File: src/design/amu128_pkg.sv
`default_nettype none
// ----------------------------------------------------------------------------
// amu128_pkg
// Shared types and constants of the 128-bit atomic memory unit: operation
// codes, the items of both channels, the store's write port and the ALU result.
// ----------------------------------------------------------------------------
package amu128_pkg;

  // Width of the word index carried by an input item.
  localparam int INDEX_W = 4;

  // Number of words addressable through the index field.
  localparam int INDEX_SPAN = 1 << INDEX_W;

  // Default number of stored words.
  localparam int DEPTH_DEFAULT = 16;

  // Operation codes; the fourth code performs no operation.
  localparam logic [1:0] KIND_ADD      = 2'd0;
  localparam logic [1:0] KIND_EXCHANGE = 2'd1;
  localparam logic [1:0] KIND_CAS      = 2'd2;

  // One input item.
  typedef struct packed {
    logic [1:0]         kind;
    logic [INDEX_W-1:0] index;
    logic [63:0]        operand_low;
    logic [63:0]        operand_high;
    logic [63:0]        expected_low;
    logic [63:0]        expected_high;
  } in_item_t;

  // One result item.
  typedef struct packed {
    logic        matched;
    logic [63:0] prior_low;
    logic [63:0] prior_high;
  } out_item_t;

  // Write request toward the word store.
  typedef struct packed {
    logic               en;
    logic [INDEX_W-1:0] addr;
    logic [127:0]       data;
  } wr_req_t;

  // Outcome of one atomic operation on a fetched word.
  typedef struct packed {
    logic         wr;
    logic         matched;
    logic [127:0] new_word;
  } alu_res_t;

endpackage
`default_nettype wire

File: src/design/amu128_store.sv
`default_nettype none
// ----------------------------------------------------------------------------
// amu128_store
// Word store of the atomic memory unit: a synchronous memory with one write
// port and one registered read port, valid bits that make unwritten words
// read as zero after reset, and forwarding of a same-cycle write to the read.
// ----------------------------------------------------------------------------
module amu128_store #(
  parameter int ENTRIES = amu128_pkg::INDEX_SPAN
) (
  input  wire logic                            clk,
  input  wire logic                            rst_n,
  input  wire logic                            rd_en,
  input  wire logic [amu128_pkg::INDEX_W-1:0]  rd_addr,
  input  wire amu128_pkg::wr_req_t             wr,
  output logic [127:0]                         rd_data
);

  localparam int AW = (ENTRIES > 1) ? $clog2(ENTRIES) : 1;
  localparam logic [amu128_pkg::INDEX_W:0] LIMIT = ENTRIES[amu128_pkg::INDEX_W:0];

  logic [127:0]       mem [ENTRIES];
  logic [ENTRIES-1:0] vld_r;
  logic [127:0]       rd_r;
  logic               rdv_r;
  logic               rd_ok;
  logic               fwd;

  // A read beyond the store, or of a word never written, returns zero.
  assign rd_ok = {1'b0, rd_addr} < LIMIT;
  assign fwd   = wr.en && (wr.addr == rd_addr);

  // Memory write port.
  always_ff @(posedge clk) begin
    if (wr.en) begin
      mem[wr.addr[AW-1:0]] <= wr.data;
    end
  end

  // Registered read port; a write to the same word in this cycle is forwarded.
  always_ff @(posedge clk) begin
    if (rd_en) begin
      if (fwd) begin
        rd_r <= wr.data;
      end else begin
        rd_r <= mem[rd_addr[AW-1:0]];
      end
    end
  end

  // Valid bits and the read's validity flag.
  always_ff @(posedge clk) begin
    if (!rst_n) begin
      vld_r <= '0;
      rdv_r <= 1'b0;
    end else begin
      if (wr.en) begin
        vld_r[wr.addr[AW-1:0]] <= 1'b1;
      end
      if (rd_en) begin
        rdv_r <= fwd || (rd_ok && vld_r[rd_addr[AW-1:0]]);
      end
    end
  end

  assign rd_data = rdv_r ? rd_r : '0;

endmodule
`default_nettype wire

File: src/design/amu128_alu.sv
`default_nettype none
// ----------------------------------------------------------------------------
// amu128_alu
// Operation logic of the atomic memory unit: from the fetched word and the
// item's operands it forms the word to write back, the write enable and the
// compare-and-swap match flag.
// ----------------------------------------------------------------------------
module amu128_alu (
  input  wire logic [1:0]          kind,
  input  wire logic [127:0]        old_word,
  input  wire logic [127:0]        operand,
  input  wire logic [127:0]        expected,
  output amu128_pkg::alu_res_t     res
);

  logic [127:0] sum;
  logic         equal;

  // Full 128-bit sum, wrapping modulo 2^128.
  assign sum   = old_word + operand;
  assign equal = (old_word == expected);

  // Select the write-back value per operation.
  always_comb begin
    res = '0;
    case (kind)
      amu128_pkg::KIND_ADD: begin
        res.wr       = 1'b1;
        res.new_word = sum;
      end
      amu128_pkg::KIND_EXCHANGE: begin
        res.wr       = 1'b1;
        res.new_word = operand;
      end
      amu128_pkg::KIND_CAS: begin
        res.wr       = equal;
        res.matched  = equal;
        res.new_word = operand;
      end
      default: begin
        res = '0;
      end
    endcase
  end

endmodule
`default_nettype wire

File: src/design/atomic_memory_unit_128_core.sv
`default_nettype none
// ----------------------------------------------------------------------------
// atomic_memory_unit_128_core
// Atomic memory unit over a small store of 128-bit words: add, exchange and
// compare-and-swap, each returning the word's prior contents.
// ----------------------------------------------------------------------------
// Usage:
//   An item on the in_ channel names an operation and a word. It is taken at
//   a clock edge where in_valid is high and in_stall is low. Exactly one
//   result item follows on the out_ channel, in order.
//   Order: the word is read from the store into its read register as the
//   item is taken into the execute stage; there the operation is applied,
//   and as the item retires the word is written back and the result is
//   loaded into the output register, which shows it on the out_ channel.
//   Throughput: one item per cycle while out_stall is low. A write and a
//   read of the same word in one cycle are forwarded, so back-to-back items
//   on one word need no gap.
//   Reset: all words read as zero after reset; valid bits per word are
//   cleared at once, so there is no clearing pass and items are taken from
//   the first cycle after reset.
//   Stall: while out_stall holds a waiting result, one more item may be
//   taken and held with its fetched word; after that in_stall rises.
// ----------------------------------------------------------------------------
module atomic_memory_unit_128_core #(
  parameter int DEPTH = amu128_pkg::DEPTH_DEFAULT
) (
  input  wire logic                  clk,
  input  wire logic                  rst_n,
  input  wire logic                  in_valid,
  output logic                       in_stall,
  input  wire amu128_pkg::in_item_t  in_item,
  output logic                       out_valid,
  input  wire logic                  out_stall,
  output amu128_pkg::out_item_t      out_item
);

  // Only the words reachable through the index field are kept.
  localparam int ENTRIES = (DEPTH < amu128_pkg::INDEX_SPAN) ? DEPTH : amu128_pkg::INDEX_SPAN;
  localparam logic [amu128_pkg::INDEX_W:0] LIMIT = ENTRIES[amu128_pkg::INDEX_W:0];

  logic                   s1_v_r;
  logic                   s1_inr_r;
  amu128_pkg::in_item_t   s1_item_r;
  logic                   out_valid_r;
  amu128_pkg::out_item_t  out_item_r;
  amu128_pkg::out_item_t  result;
  amu128_pkg::wr_req_t    wr;
  amu128_pkg::alu_res_t   alu;
  logic [127:0]           old_word;
  logic                   in_acc;
  logic                   advance;
  logic                   in_range;

  // Handshake: the execute stage retires when the output register is free.
  assign advance  = s1_v_r && (!out_valid_r || !out_stall);
  assign in_stall = s1_v_r && !advance;
  assign in_acc   = in_valid && !in_stall;
  assign in_range = {1'b0, in_item.index} < LIMIT;

  // Word store with read at accept and write-back at retire.
  amu128_store #(
    .ENTRIES (ENTRIES)
  ) u_store (
    .clk     (clk),
    .rst_n   (rst_n),
    .rd_en   (in_acc),
    .rd_addr (in_item.index),
    .wr      (wr),
    .rd_data (old_word)
  );

  // Operation applied to the fetched word.
  amu128_alu u_alu (
    .kind     (s1_item_r.kind),
    .old_word (old_word),
    .operand  ({s1_item_r.operand_high, s1_item_r.operand_low}),
    .expected ({s1_item_r.expected_high, s1_item_r.expected_low}),
    .res      (alu)
  );

  // Write-back, suppressed for an index beyond the store.
  always_comb begin
    wr.en   = advance && s1_inr_r && alu.wr;
    wr.addr = s1_item_r.index;
    wr.data = alu.new_word;
  end

  // Result formed from the word before the operation.
  always_comb begin
    result = '0;
    if (s1_inr_r) begin
      result.matched    = alu.matched;
      result.prior_low  = old_word[63:0];
      result.prior_high = old_word[127:64];
    end
  end

  // Execute stage control.
  always_ff @(posedge clk) begin
    if (!rst_n) begin
      s1_v_r <= 1'b0;
    end else if (in_acc) begin
      s1_v_r <= 1'b1;
    end else if (advance) begin
      s1_v_r <= 1'b0;
    end
  end

  // Execute stage payload.
  always_ff @(posedge clk) begin
    if (in_acc) begin
      s1_item_r <= in_item;
      s1_inr_r  <= in_range;
    end
  end

  // Output register control.
  always_ff @(posedge clk) begin
    if (!rst_n) begin
      out_valid_r <= 1'b0;
    end else if (advance) begin
      out_valid_r <= 1'b1;
    end else if (!out_stall) begin
      out_valid_r <= 1'b0;
    end
  end

  // Output register payload.
  always_ff @(posedge clk) begin
    if (advance) begin
      out_item_r <= result;
    end
  end

  assign out_valid = out_valid_r;
  assign out_item  = out_item_r;

  // A match is only reported by compare-and-swap, and always writes back.
  a_match_cas : assert property (@(posedge clk) disable iff (!rst_n)
    (advance && result.matched) |-> (s1_item_r.kind == amu128_pkg::KIND_CAS && wr.en))
    else $error("match reported without a compare-and-swap write");

  // A held item keeps its payload while the output side is blocked.
  a_hold_s1 : assert property (@(posedge clk) disable iff (!rst_n)
    (s1_v_r && !advance) |=> (s1_v_r && $stable(s1_item_r)))
    else $error("execute stage lost or changed a held item");

  // An accepted item reaches the execute stage on the next cycle.
  a_acc_s1 : assert property (@(posedge clk) disable iff (!rst_n)
    in_acc |=> s1_v_r)
    else $error("accepted item did not enter the execute stage");

  // A retiring item always leaves a visible result.
  a_retire_out : assert property (@(posedge clk) disable iff (!rst_n)
    advance |=> out_valid_r)
    else $error("retired item produced no result");

endmodule
`default_nettype wire

File: config.mk
export PLATFORM = sky130hd
export DESIGN_NAME = atomic_memory_unit_128_core
export DESIGN_NICKNAME = d
export VERILOG_FILES = /design/src/design/amu128_pkg.sv /design/src/design/amu128_store.sv /design/src/design/amu128_alu.sv /design/src/design/atomic_memory_unit_128_core.sv
export SDC_FILE = /design/constraint.sdc
export NUM_CORES = 2
export LEC_CHECK = 0
export BUFFER_PORTS_ARGS = -buffer_cell sky130_fd_sc_hd__clkbuf_2
export CORE_ASPECT_RATIO = 1.25
export CORE_MARGIN = 2
export CORE_UTILIZATION = 55
export CTS_BUF_LIST = sky130_fd_sc_hd__clkbuf_2 sky130_fd_sc_hd__clkbuf_4 sky130_fd_sc_hd__clkbuf_8
export DETAILED_ROUTE_END_ITERATION = 12
export PLACE_DENSITY = 0.75
export SLEW_MARGIN = 20
export SYNTH_ARGS = -nofsm -noshare
export SYNTH_HDL_FRONTEND = slang
export SYNTH_HIERARCHICAL = 1
export SYNTH_SLANG_ARGS = --single-unit
File: constraint.sdc
create_clock -name clk -period 21.9 [get_ports clk]
set_input_delay 4.38 -clock clk [delete_from_list [all_inputs] [get_ports clk]]
set_output_delay 4.38 -clock clk [all_outputs]
set_load 0.02 [all_outputs]
==> run metrics <==
status complete, no violations; Max Cap Viol 0; Worst Setup End Kind output pin; vias in the first global route 61,190; gpl congestion 0.9782; ys async rst share 0; final hold vios 0; Tmin final 9.279 ns; Syn Nets 6,259; max frequency 107.8 MHz; Via density 6.608; Clock H-tree levels 5; via count 62,010; Die ar. 197,600 um^2; post-cts resize count 0; initial antenna violation count 20; Die X-Extent 398.0 um; Yosys reg bits 2,586; area delta synth->final 12.51%; IO Pins 397; final HPWL from detailed placement 195,900 um; setup violators final 0; Sink Count 2,586; Total Wirelength 317,100 um; Crit. Startpoint out_stall; Detailed Routing Iterations Pass 1 6; library cells used by synthesis 82; mean post-synth cell area 18.21 um^2; proportion of layout cells with a drive suffix above 1 0.2785; reg2reg start u_store/rdv_r; CTS tree built; Final period util 0.4237; Finished Layout Cells 9,384; first-pass GRT wire length 441,800 um; static leakage 0.04104 uW; Final Power 10,440 uW; final core occ 0.6235; Primary FF master, synth edfxtp_1; DR WL/cell 33.79 um; number of flops mapped to enable cells by yosys 2,567; Netlist Area Pre-Place 106,700 um^2; Final ANT Viol Nets 0; min-delay src u_store/vld_r[6]; clk root buf clkbuf_8; DRC viols 0; IO buf count 396; Crit Path Max Fanout 3; worst path required time 17.52 ns; WP data arrival 4.90 ns; hold_buf cts 0; Starting DRT DRC Count 8,247; GR Overflow Total 0; Slew @ Worst Pin 1.369 ns; worst hold path type reg -> reg; kind of critical path in -> out; worst-case clock buffer depth 4; Max VDD drop 0.07519 mV; CP Launch Type input pin; Seq/Total Area, Yosys 0.7259; setup TNS 0 ns; largest net degree at the start of global routing 133; Overall Global Routing Usage 0.3198; Post-layout nets 6,941; Starting Density 0.5542; Mapped Cells 5,861; worst skew pair latency 1.13 ns; core area 192,600 um^2; Die Y 496.5 um; CTS Buf Count 396; fin. max-slew vios 0; Worst-path clk slew 0.06 ns; synth warn 6; RSZ-0062 raised after global routing no; Final Skew 0.08293 ns; Cell Count Post-Placement 8,692; Placement Rows 180; Post-CTS Setup Repair Bufs 0; Power per Cell Area 86.98 nW/um^2; Max-Slew Margin vs Limit 0.07888
[flip-flops by register name, summed over array words and instances, names as in the netlist]
signal and count:
out_item 129, out_valid 1, s1_item_r 262, s1_v_r 1
u_store/mem 2048, u_store/rd_r 128, u_store/rdv_r 1, u_store/vld_r 16
[cells in the mapped netlist, types with 20 or more instances]
| master | count | area (um^2) |
|---|---|---|
| buf_1 | 20 | 75.07 |
| xnor2_1 | 115 | 1007 |
| o21ai_0 | 183 | 915.9 |
| buf_2 | 65 | 325.3 |
| a21oi_1 | 201 | 1006 |
| mux2i_1 | 33 | 330.3 |
| xor2_1 | 84 | 735.7 |
| o21bai_1 | 42 | 315.3 |
| nor2_1 | 197 | 739.5 |
| a22oi_1 | 285 | 2140 |
| edfxtp_1 | 2567 | 77080 |
| clkbuf_1 | 193 | 724.4 |
| mux2_2 | 128 | 1441 |
| nor3_1 | 31 | 155.2 |
| inv_1 | 103 | 386.6 |
| ha_1 | 131 | 1639 |
| mux4_2 | 516 | 11620 |
| o21a_1 | 31 | 232.7 |
| nand4_1 | 73 | 456.7 |
| nand2_1 | 342 | 1284 |
| a21o_1 | 61 | 457.9 |
| and2_1 | 138 | 863.3 |
| nor4_1 | 29 | 181.4 |
[cell usage in the layout, fill, tap and decap left out, drive strengths merged, types with 33 or more instances in the layout]
cell type,instances
edfxtp,2567
clkbuf,910
mux4,516
nand2,343
a22oi,285
a21oi,203
nor2,197
o21ai,191
buf,188
and2,139
clkinv,135
ha,131
mux2,128
xnor2,115
inv,108
xor2,84
nand4,73
a21o,62
o21bai,42
mux2i,33
[layer usage]
metal | vias to the layer above | wire [um] | global-route usage
li1 | 25150 | - | -
met1 | 31870 | 120000 | 0.4438
met2 | 4298 | 142500 | 0.4755
met3 | 673 | 42600 | 0.1060
met4 | 18 | 11910 | 0.1198
met5 | - | 130 | 0
[layout make-up]
| cell class | count | area [um^2] |
|---|---|---|
| diodes | 6 | 15.01 |
| multi-input cells | 2874 | 27830 |
| clock buffers | 516 | 6376 |
| repair buffers | 582 | 3472 |
| fillers | 13320 | 72500 |
| inverters | 103 | 386.6 |
| well taps | 2548 | 3188 |
| flip-flops and latches | 2586 | 77470 |
| clock inverters | 169 | 1328 |
[worst paths after layout]
kind | to | slack [ns] | cells after the start
setup reg to reg | u_store/mem[10][22] | 14.00 | 14
hold / removal | u_store/vld_r[6] | 0.46 | 1
setup / recovery | in_stall | 12.62 | 3
hold reg to reg | u_store/vld_r[6] | 0.46 | 1
[power by group]
group	switching, uW	leakage [uW]	internal (uW)
sequential	49.7	0.0241	5600
clock	1840	0.00407	2150
combinational	540	0.0129	263
total	2430	0.0410	8020
[kinds of logic (layout without fill, tap and decap cells)]
logic type               count (synthesis)  in the layout  share of synthesized area
multiplexers                           677            677                     0.1255
AO/OA/AOI/OAI                          970            970                    0.06078
other                                    0              6                          0
adder cells (fa/ha/maj)                132            132                    0.01555
flip-flops                            2586           2586                     0.7259
XOR/XNOR                               199            199                    0.01633
buffers and inverters                  401           1370                    0.01624
AND/OR/NAND/NOR                        896            896                    0.03964
[critical path, stage by stage]
cell	delay, ns
clkbuf_2	0.13
and3_4	0.22
clkbuf_2	0.17
[stage by stage]
stage	hold WS, ns	setup WS [ns]	area (um^2)
3_3_place_gp	0.4410	12.62	112200
2_1_floorplan	0.4354	3.636	106700
6_report	0.4645	12.62	120100
4_1_cts	0.4644	12.62	119900
3_5_place_dp	0.4502	12.62	112200
5_1_grt	0.4850	12.60	120000
(Power assumes the default switching activity.)
